### src/design/thst_pkg.sv
// thst_pkg: types, constants and tables shared by the strobe time blocks
// no dependencies
package thst_pkg;

  typedef enum logic [1:0] {
    KIND_NORMAL  = 2'd0,
    KIND_ZERO_MV = 2'd1,
    KIND_HOT     = 2'd2
  } kind_e;

  typedef struct packed {
    kind_e       kind;
    logic [1:0]  rank;
    logic [13:0] mv;
    logic [15:0] tfac;
    logic [8:0]  x_p;
    logic [6:0]  z_p;
  } item_t;

  localparam logic [26:0] RankK [4] = '{27'd107706608, 27'd95154588,
                                        27'd83379968, 27'd71569008};
  localparam logic [17:0] RankD [4] = '{18'd190000, 18'd177000,
                                        18'd164000, 18'd150000};

  localparam logic [13:0] VoltLow = 14'd4200;
  localparam logic [13:0] VoltUp [6] = '{14'd4500, 14'd5000, 14'd5500,
                                         14'd6000, 14'd7000, 14'd8500};
  localparam logic signed [11:0] TempLow = -12'sd50;
  localparam logic signed [11:0] TempUp [5] = '{12'sd50, 12'sd200, 12'sd350,
                                                12'sd500, 12'sd700};

  localparam logic [7:0] Corr [6][5] = '{
    '{8'd240, 8'd188, 8'd133, 8'd90, 8'd69},
    '{8'd150, 8'd121, 8'd86,  8'd53, 8'd29},
    '{8'd90,  8'd82,  8'd50,  8'd31, 8'd25},
    '{8'd63,  8'd40,  8'd31,  8'd17, 8'd17},
    '{8'd36,  8'd27,  8'd10,  8'd10, 8'd10},
    '{8'd9,   8'd5,   8'd0,   8'd0,  8'd0}
  };

endpackage

### src/design/thst_front.sv
// thst_front: rank register and classification of incoming transactions
// depends on thst_pkg
module thst_front (
  input  logic                 clk_i,
  input  logic                 rst_ni,
  input  logic                 cfg_we_i,
  input  logic [1:0]           cfg_wdata_i,
  input  logic [13:0]          supply_mv_i,
  input  logic signed [11:0]   temp_decideg_i,
  input  logic [8:0]           row_sum_i,
  output thst_pkg::item_t      item_o
);
  import thst_pkg::*;

  logic [1:0]         rank_q;
  logic signed [16:0] tfac;
  logic [2:0]         vb;
  logic [2:0]         tb;
  logic               v_ok;
  logic               t_ok;
  logic [7:0]         x;

  always_ff @(posedge clk_i or negedge rst_ni) begin
    if (!rst_ni) begin
      rank_q <= 2'd0;
    end else if (cfg_we_i) begin
      rank_q <= cfg_wdata_i;
    end
  end

  always_comb begin
    tfac = 17'sd12200 - 17'sd11 * 17'(temp_decideg_i);
    vb   = 3'd0;
    tb   = 3'd0;
    for (int i = 5; i >= 0; i--) begin
      if (supply_mv_i <= VoltUp[i]) vb = 3'(i);
    end
    for (int i = 4; i >= 0; i--) begin
      if (temp_decideg_i <= TempUp[i]) tb = 3'(i);
    end
    v_ok = (supply_mv_i >= VoltLow) && (supply_mv_i <= VoltUp[5]);
    t_ok = (temp_decideg_i >= TempLow) && (temp_decideg_i <= TempUp[4]);
    x    = (v_ok && t_ok) ? Corr[vb][tb] : 8'd0;

    item_o.rank = rank_q;
    item_o.mv   = supply_mv_i;
    item_o.tfac = tfac[15:0];
    item_o.x_p  = 9'd100 + 9'(x);
    item_o.z_p  = 7'd100 + 7'(row_sum_i[8:6]);
    if (supply_mv_i == 14'd0) begin
      item_o.kind = KIND_ZERO_MV;
    end else if (tfac < 0) begin
      item_o.kind = KIND_HOT;
    end else begin
      item_o.kind = KIND_NORMAL;
    end
  end

endmodule

### src/design/thst_fifo.sv
// thst_fifo: short queue of classified transactions between front and back
// depends on thst_pkg
module thst_fifo #(
  parameter int Depth = 2
) (
  input  logic            clk_i,
  input  logic            rst_ni,
  input  logic            wr_i,
  input  thst_pkg::item_t wdata_i,
  output logic            full_o,
  input  logic            rd_i,
  output logic            valid_o,
  output thst_pkg::item_t rdata_o
);
  import thst_pkg::*;

  localparam int PtrW = (Depth > 1) ? $clog2(Depth) : 1;
  localparam int CntW = $clog2(Depth + 1);

  item_t             mem_q [Depth];
  logic [PtrW-1:0]   wptr_q, rptr_q;
  logic [CntW-1:0]   cnt_q;
  logic              do_wr, do_rd;

  assign full_o  = (cnt_q == CntW'(Depth));
  assign valid_o = (cnt_q != '0);
  assign do_wr   = wr_i && !full_o;
  assign do_rd   = rd_i && valid_o;
  assign rdata_o = mem_q[rptr_q];

  always_ff @(posedge clk_i) begin
    if (do_wr) mem_q[wptr_q] <= wdata_i;
  end

  always_ff @(posedge clk_i or negedge rst_ni) begin
    if (!rst_ni) begin
      wptr_q <= '0;
      rptr_q <= '0;
      cnt_q  <= '0;
    end else begin
      if (do_wr) wptr_q <= (wptr_q == PtrW'(Depth - 1)) ? '0 : wptr_q + 1'b1;
      if (do_rd) rptr_q <= (rptr_q == PtrW'(Depth - 1)) ? '0 : rptr_q + 1'b1;
      if (do_wr && !do_rd) cnt_q <= cnt_q + 1'b1;
      else if (do_rd && !do_wr) cnt_q <= cnt_q - 1'b1;
    end
  end

endmodule

### src/design/thst_back.sv
// thst_back: multiply sequence, restoring divider and result register
// depends on thst_pkg
module thst_back (
  input  logic            clk_i,
  input  logic            rst_ni,
  input  logic            q_valid_i,
  input  thst_pkg::item_t q_item_i,
  output logic            q_rd_o,
  output logic            empty,
  input  logic            pop,
  output logic [15:0]     strobe_us_o,
  output logic            clamped_o
);
  import thst_pkg::*;

  typedef enum logic [5:0] {
    ST_IDLE = 6'b000001,
    ST_MUL1 = 6'b000010,
    ST_MUL2 = 6'b000100,
    ST_MUL3 = 6'b001000,
    ST_DIV  = 6'b010000,
    ST_FIN  = 6'b100000
  } state_e;

  state_e       state_q;
  item_t        it_q;
  logic [15:0]  a_q;
  logic [27:0]  m2_q;
  logic [31:0]  b_q;
  logic [45:0]  d_q;
  logic [58:0]  rem_q;
  logic [60:0]  dsh_q;
  logic [3:0]   cnt_q;
  logic [15:0]  res_q;
  logic         clr_q;
  logic         sat_q;
  logic         out_valid_q;
  logic [15:0]  strobe_q;
  logic         clamp_q;
  logic         ge;
  logic         load_out;

  assign ge       = {2'b0, rem_q} >= dsh_q;
  assign load_out = (state_q == ST_FIN) && (!out_valid_q || pop);
  assign q_rd_o   = (state_q == ST_IDLE) && q_valid_i;
  assign empty    = !out_valid_q;
  assign strobe_us_o = strobe_q;
  assign clamped_o   = clamp_q;

  always_ff @(posedge clk_i) begin
    unique case (state_q)
      ST_IDLE: begin
        it_q <= q_item_i;
        res_q <= (q_item_i.kind == KIND_ZERO_MV) ? 16'hFFFF : 16'd0;
        clr_q <= 1'b1;
      end
      ST_MUL1: begin
        a_q  <= 16'(it_q.x_p) * 16'(it_q.z_p);
        m2_q <= 28'(it_q.mv) * 28'(it_q.mv);
      end
      ST_MUL2: begin
        b_q <= 32'(a_q) * 32'(it_q.tfac);
        d_q <= 46'(m2_q) * 46'(RankD[it_q.rank]);
      end
      ST_MUL3: begin
        rem_q <= 59'(RankK[it_q.rank]) * 59'(b_q);
      end
      ST_DIV: begin
        if (sat_q) begin
          res_q <= 16'hFFFF;
          clr_q <= 1'b1;
        end else begin
          if (ge) rem_q <= rem_q - dsh_q[58:0];
          res_q <= {res_q[14:0], ge};
          dsh_q <= dsh_q >> 1;
          clr_q <= 1'b0;
        end
      end
      ST_FIN: begin
      end
      default: begin
      end
    endcase
    if (state_q == ST_MUL3) begin
      dsh_q <= {d_q, 15'b0};
      sat_q <= 1'b0;
    end
    if (state_q == ST_DIV && cnt_q == 4'd15 && !sat_q &&
        {3'b0, rem_q} >= {d_q, 16'b0}) begin
      sat_q <= 1'b1;
    end
    if (load_out) begin
      strobe_q <= res_q;
      clamp_q  <= clr_q;
    end
  end

  always_ff @(posedge clk_i or negedge rst_ni) begin
    if (!rst_ni) begin
      state_q     <= ST_IDLE;
      cnt_q       <= 4'd0;
      out_valid_q <= 1'b0;
    end else begin
      if (load_out) out_valid_q <= 1'b1;
      else if (pop && out_valid_q) out_valid_q <= 1'b0;
      unique case (state_q)
        ST_IDLE: begin
          if (q_valid_i) begin
            state_q <= (q_item_i.kind == KIND_NORMAL) ? ST_MUL1 : ST_FIN;
          end
        end
        ST_MUL1: state_q <= ST_MUL2;
        ST_MUL2: state_q <= ST_MUL3;
        ST_MUL3: begin
          state_q <= ST_DIV;
          cnt_q   <= 4'd15;
        end
        ST_DIV: begin
          if (sat_q || cnt_q == 4'd0) state_q <= ST_FIN;
          cnt_q <= cnt_q - 1'b1;
        end
        ST_FIN: begin
          if (load_out) state_q <= ST_IDLE;
        end
        default: state_q <= ST_IDLE;
      endcase
    end
  end

`ifndef SYNTHESIS
  // divider remainder stays below twice the shifted divisor
  a_div_inv: assert property (@(posedge clk_i) disable iff (!rst_ni)
    (state_q == ST_DIV && !sat_q && cnt_q != 4'd15) |->
      ({3'b0, rem_q} < {dsh_q, 1'b0}))
    else $error("divider remainder out of range");
  a_fin_load: assert property (@(posedge clk_i) disable iff (!rst_ni)
    load_out |=> (out_valid_q && state_q == ST_IDLE))
    else $error("result not loaded on finish");
  a_idle_take: assert property (@(posedge clk_i) disable iff (!rst_ni)
    (state_q == ST_IDLE && q_valid_i) |=> (state_q != ST_IDLE))
    else $error("queued transaction not taken");
`endif

endmodule

### src/design/thermal_head_strobe_time_core.sv
// thermal_head_strobe_time_core: top level of the strobe time calculator
// depends on thst_pkg, thst_front, thst_fifo, thst_back
// One transaction gives one strobe time. A normal transaction passes in
// the back end through taking it from the queue, three multiply steps,
// sixteen restoring divide steps, one quotient bit a cycle, with the
// saturation check made in the first, and a finish step; a saturating one
// ends after the second divide step, and a zero supply or overheated head
// goes straight to the finish step. The front classifies and queues up to
// FifoDepth transactions while the back end works, and one finished result
// waits in the output register, so a new transaction is accepted every
// cycle the queue has room. The back end takes them one at a time.
module thermal_head_strobe_time_core #(
  parameter int FifoDepth = 2
) (
  input  logic               clk_i,
  input  logic               rst_ni,
  input  logic               cfg_we_i,
  input  logic [1:0]         cfg_wdata_i,
  input  logic               push,
  output logic               full,
  input  logic [13:0]        supply_mv_i,
  input  logic signed [11:0] temp_decideg_i,
  input  logic [8:0]         row_sum_i,
  output logic               empty,
  input  logic               pop,
  output logic [15:0]        strobe_us_o,
  output logic               clamped_o
);
  import thst_pkg::*;

  item_t f_item;
  item_t q_item;
  logic  q_valid;
  logic  q_rd;

  thst_front u_front (
    .clk_i, .rst_ni, .cfg_we_i, .cfg_wdata_i,
    .supply_mv_i, .temp_decideg_i, .row_sum_i,
    .item_o (f_item)
  );

  thst_fifo #(.Depth(FifoDepth)) u_fifo (
    .clk_i, .rst_ni,
    .wr_i    (push),
    .wdata_i (f_item),
    .full_o  (full),
    .rd_i    (q_rd),
    .valid_o (q_valid),
    .rdata_o (q_item)
  );

  thst_back u_back (
    .clk_i, .rst_ni,
    .q_valid_i (q_valid),
    .q_item_i  (q_item),
    .q_rd_o    (q_rd),
    .empty, .pop, .strobe_us_o, .clamped_o
  );

endmodule

### config.mk
export PLATFORM = sky130hd
export DESIGN_NAME = thermal_head_strobe_time_core
export DESIGN_NICKNAME = d
export VERILOG_FILES = /design/src/design/thst_pkg.sv /design/src/design/thst_front.sv /design/src/design/thst_fifo.sv /design/src/design/thst_back.sv /design/src/design/thermal_head_strobe_time_core.sv
export SDC_FILE = /design/constraint.sdc
export NUM_CORES = 2
export LEC_CHECK = 0
export BUFFER_PORTS_ARGS = -buffer_cell sky130_fd_sc_hd__clkbuf_2
export CAP_MARGIN = 10
export CORE_MARGIN = 8
export CORE_UTILIZATION = 40
export DETAILED_ROUTE_END_ITERATION = 10
export GPL_TIMING_DRIVEN = 0
export SYNTH_ARGS = -nofsm -noshare
export SYNTH_HDL_FRONTEND = slang
export SYNTH_SLANG_ARGS = --single-unit
### constraint.sdc
create_clock -name clk_i -period 11.8 [get_ports clk_i]
set_clock_uncertainty 0.05 [all_clocks]
set_input_delay 2.36 -clock clk_i [delete_from_list [all_inputs] [get_ports clk_i]]
set_output_delay 2.36 -clock clk_i [all_outputs]
set_load 0.02 [all_outputs]
==> results.txt <==
----------------------------------------------------
[Worst setup path]
  R2r setup slk ... 0.56 ns
  CP max stage cell ... sky130_fd_sc_hd__o31ai_1
  Required time of the worst setup path ... 12.12 ns
  Biggest fanout along the worst timing path ... 19
  Worst path arrival time ... 11.56 ns
  Worst R2R End ... u_back.rem_q[46]$_DFFE_PP_
  Slowest stage delay, CP ... 0.80 ns
  Number of cells on the worst reg-to-reg path ... 31
  Kind of end point of the critical path ... register
  Worst setup SP type ... register
  Worst Path Class, Setup ... reg -> reg
  Worst reg2reg startpoint ... u_back.it_q[46]$_DFFE_PP_

[Layout]
  Combined area of the multi-input logic cells ... 52900 um2
  Commonest cells after routing, fill and taps aside ... sky130_fd_sc_hd__inv_1, sky130_fd_sc_hd__fa_1, sky130_fd_sc_hd__ha_1, sky130_fd_sc_hd__nand2_1, sky130_fd_sc_hd__edfxtp_1
  Summed area of non-filler cells in the final layout ... 78600 um2
  Nets ... 9693
  Number of fill cells in the layout ... 17700
  Fraction of final layout cells sized beyond drive strength 1 ... 0.0351
  FF/Latch Area ... 12600 um2
  Commonest non-fill, non-tap cell in the layout ... sky130_fd_sc_hd__inv_1
  Layout overhead on the synthesized area ... 7.17%

[Floorplan]
  Core Rows ... 157
  Horiz. Die Dim ... 444 um
  Chip Height ... 444 um
  Area of the core ... 182000 um2
  Number of primary I/O pins ... 61
  Die area ... 197000 um2
  Initial standard-cell utilization of the core ... 0.402

[CTS]
  Sink Count ... 429
  CTS Root Cell ... sky130_fd_sc_hd__clkbuf_16
  H-tree levels ... 2
  Clock edge transition at the registers on the reported setup and hold paths ... 0.06 ns
  TritonCTS clock tree ... built
  CTS Buffer Depth ... 3
  Total clock buffers created by CTS ... 50
  Clock latency on the worst-skew pair ... 0.66 ns
  CTS hold repair buffers ... 0

[STA]
  Final Max Tran Viols ... 0
  Slew at the pin closest to its max-slew limit ... 1.40 ns
  Worst Hold Slack ... 0.378 ns
  Setup TNS ... 0 ns
  Final Hold Fails ... 0
  Final setup violating endpoints ... 0
  Setup repair after global routing missed its margin ... no
  Relative max-transition margin ... 0.0635
  Final critical path time including I/O delays and setup ... 11.24 ns
  Max Fclk ... 89.0 MHz
  Final Cycle Share ... 0.952

[Detailed routing]
  Detailed Route Iter0 Violations ... 3543
  Wire length per cell ... 21.1 um
  Avg Vias per Cell ... 5.14
  DR DRC count ... 0
  Detailed-routing iteration count for the pre-antenna-repair pass ... 5
  Number of nets with antenna violations after routing ... 0
  Total routed wirelength ... 210 mm
  Vias post-DR ... 51300

[Yosys]
  Async SR Flop Fraction ... 0.0396
  Cell variety after synth ... 93
  Main combinational cell family by area after synthesis ... adder cells
  Complex-gate fraction of the synthesized area ... 0.0782
  Simple-Gate Fraction of Synth Area ... 0.110
  Fraction of synthesized cell area in xor and xnor cells ... 0.0277
  Net count after synthesis ... 9559
  Most used flip-flop cell after synthesis ... sky130_fd_sc_hd__edfxtp_1
  Sequential fraction of the synthesis area ... 0.172
  Number of instances in the synthesized netlist ... 7412
  Multiplexer share of the synthesized area ... 0.00889
  Yosys reg bits ... 429
  Adder-cell area share of the yosys netlist ... 0.496
  Mapped cell area ... 73300 um2
  Number of warning messages in the yosys log ... 0
  Mean Syn Cell Area ... 9.89 um2
  Post-synth EDFFs ... 396

[Hold path]
  Destination of the worst hold path ... u_back.clamped_o$_DFFE_PP_
  Hold Crit Depth ... 0
  Startpoint of the worst hold path ... u_back.clr_q$_SDFFCE_PN1P_
  Worst min path class ... reg -> reg

[Placement]
  Final weighted congestion in routability-driven placement ... 0.987
  Placed cell areas ... 76900 um2
  Post-DP HPWL ... 182 mm
  Buffers on Ports ... 54

[Job]
  # Max-Cap Violations ... 0

[Run status]
  Run status ... finished clean

[GRT]
  Number of global-route vias before repair ... 54300
  Initial antenna violation count ... 7
  Global-route wire length before repair ... 325 mm
  Largest net degree at the start of global routing ... 40
  Total track usage ... 0.213
  Final global-route overflow total ... 0

----------------------------------------------------
==> layout make-up <==
class,instances,area share
Tap cell,2385,0.0380
Antenna cell,6,0.000191
Sequential cell,429,0.161
Inverter,1851,0.0885
Buffer,225,0.0111
Clock inverter,33,0.00401
Clock buffer,59,0.0164
Multi-Input combinational cell,4905,0.673
Timing Repair Buffer,84,0.00785
==> flip-flops by register name, indices dropped and copies added, names as in the netlist, 4 cells and up <==
register            count
u_back.it_q            45
u_back.a_q             16
u_back.d_q             43
u_back.strobe_us_o     16
u_back.state_q          6
u_back.b_q             32
u_fifo.mem_q           94
u_back.res_q           16
u_back.dsh_q           61
u_back.rem_q           59
u_back.cnt_q            4
u_back.m2_q            27
==> per-layer routing <==
layer	part of all wire	track usage	vias up	wire [um]
li1	-	-	23400	-
met1	0.43	0.285	26100	89600
met2	0.46	0.344	1477	96400
met3	0.059	0.0320	364	12500
met4	0.056	0.0960	2	11900
met5	0.000062	0	-	13
==> Yosys cell counts (all sizes together), types with 85 or more instances <==
cell type | number | area (um2)
nand2 | 603 | 2260
fa | 1330 | 26600
edfxtp | 396 | 11900
clkbuf | 202 | 758
inv | 1850 | 6940
nand2b | 146 | 913
o21ai | 167 | 836
and2 | 305 | 1910
nor2b | 85 | 532
nor2 | 226 | 848
a21oi | 256 | 1280
xor2 | 86 | 753
ha | 775 | 9700
xnor2 | 146 | 1280
a21o | 151 | 1130
==> worst max-delay path, delay by kind of cell (launching register included) <==
kind                       cells  cell delay [ns]
xor gates and xnor gates       1             0.33
adders and majority gates      9             4.87
AOI/OAI and AO/OA              7             2.11
and+or+nand+nor                4             0.87
buffers and inverters         10             2.08
DFF                            1             0.64
==> cells by family (layout without fill, tap and decap cells) <==
logic type / Yosys count / count (layout)
xor+xnor: 232 / 232
buf+inv: 2078 / 2252
fa+ha+maj: 2105 / 2105
flops: 429 / 429
mux: 59 / 59
compound gates: 886 / 886
simple gates: 1623 / 1623
other cells: 0 / 6
==> stage by stage <==
step,setup WS (ns),util,std cells
finish,0.564,0.430,9977
CTS,0.412,0.430,9969
global route,0.190,0.430,9971
floorplan,3.07,-,7412
global placement,-0.419,0.419,9851
detailed placement,-0.542,0.421,9879
==> worst max path at each step <==
stage,from,to
finish,u_back.it_q[46]$_DFFE_PP_,u_back.rem_q[46]$_DFFE_PP_
global route,u_back.it_q[46]$_DFFE_PP_,u_back.rem_q[46]$_DFFE_PP_
CTS,u_back.it_q[46]$_DFFE_PP_,u_back.rem_q[46]$_DFFE_PP_
detailed placement,u_back.it_q[46]$_DFFE_PP_,u_back.rem_q[46]$_DFFE_PP_
global placement,u_back.it_q[46]$_DFFE_PP_,u_back.rem_q[46]$_DFFE_PP_
floorplan,u_back.it_q[46]$_DFFE_PP_,u_back.rem_q[56]$_DFFE_PP_
==> what timing repair did <==
item,in CTS,in global routing
resized for setup,1,1
setup endpoints to repair,8,2
setup buffers,0,0
Power is not shown: default switching activity piles up to over one toggle a cycle in this logic, so the estimate is an artifact.
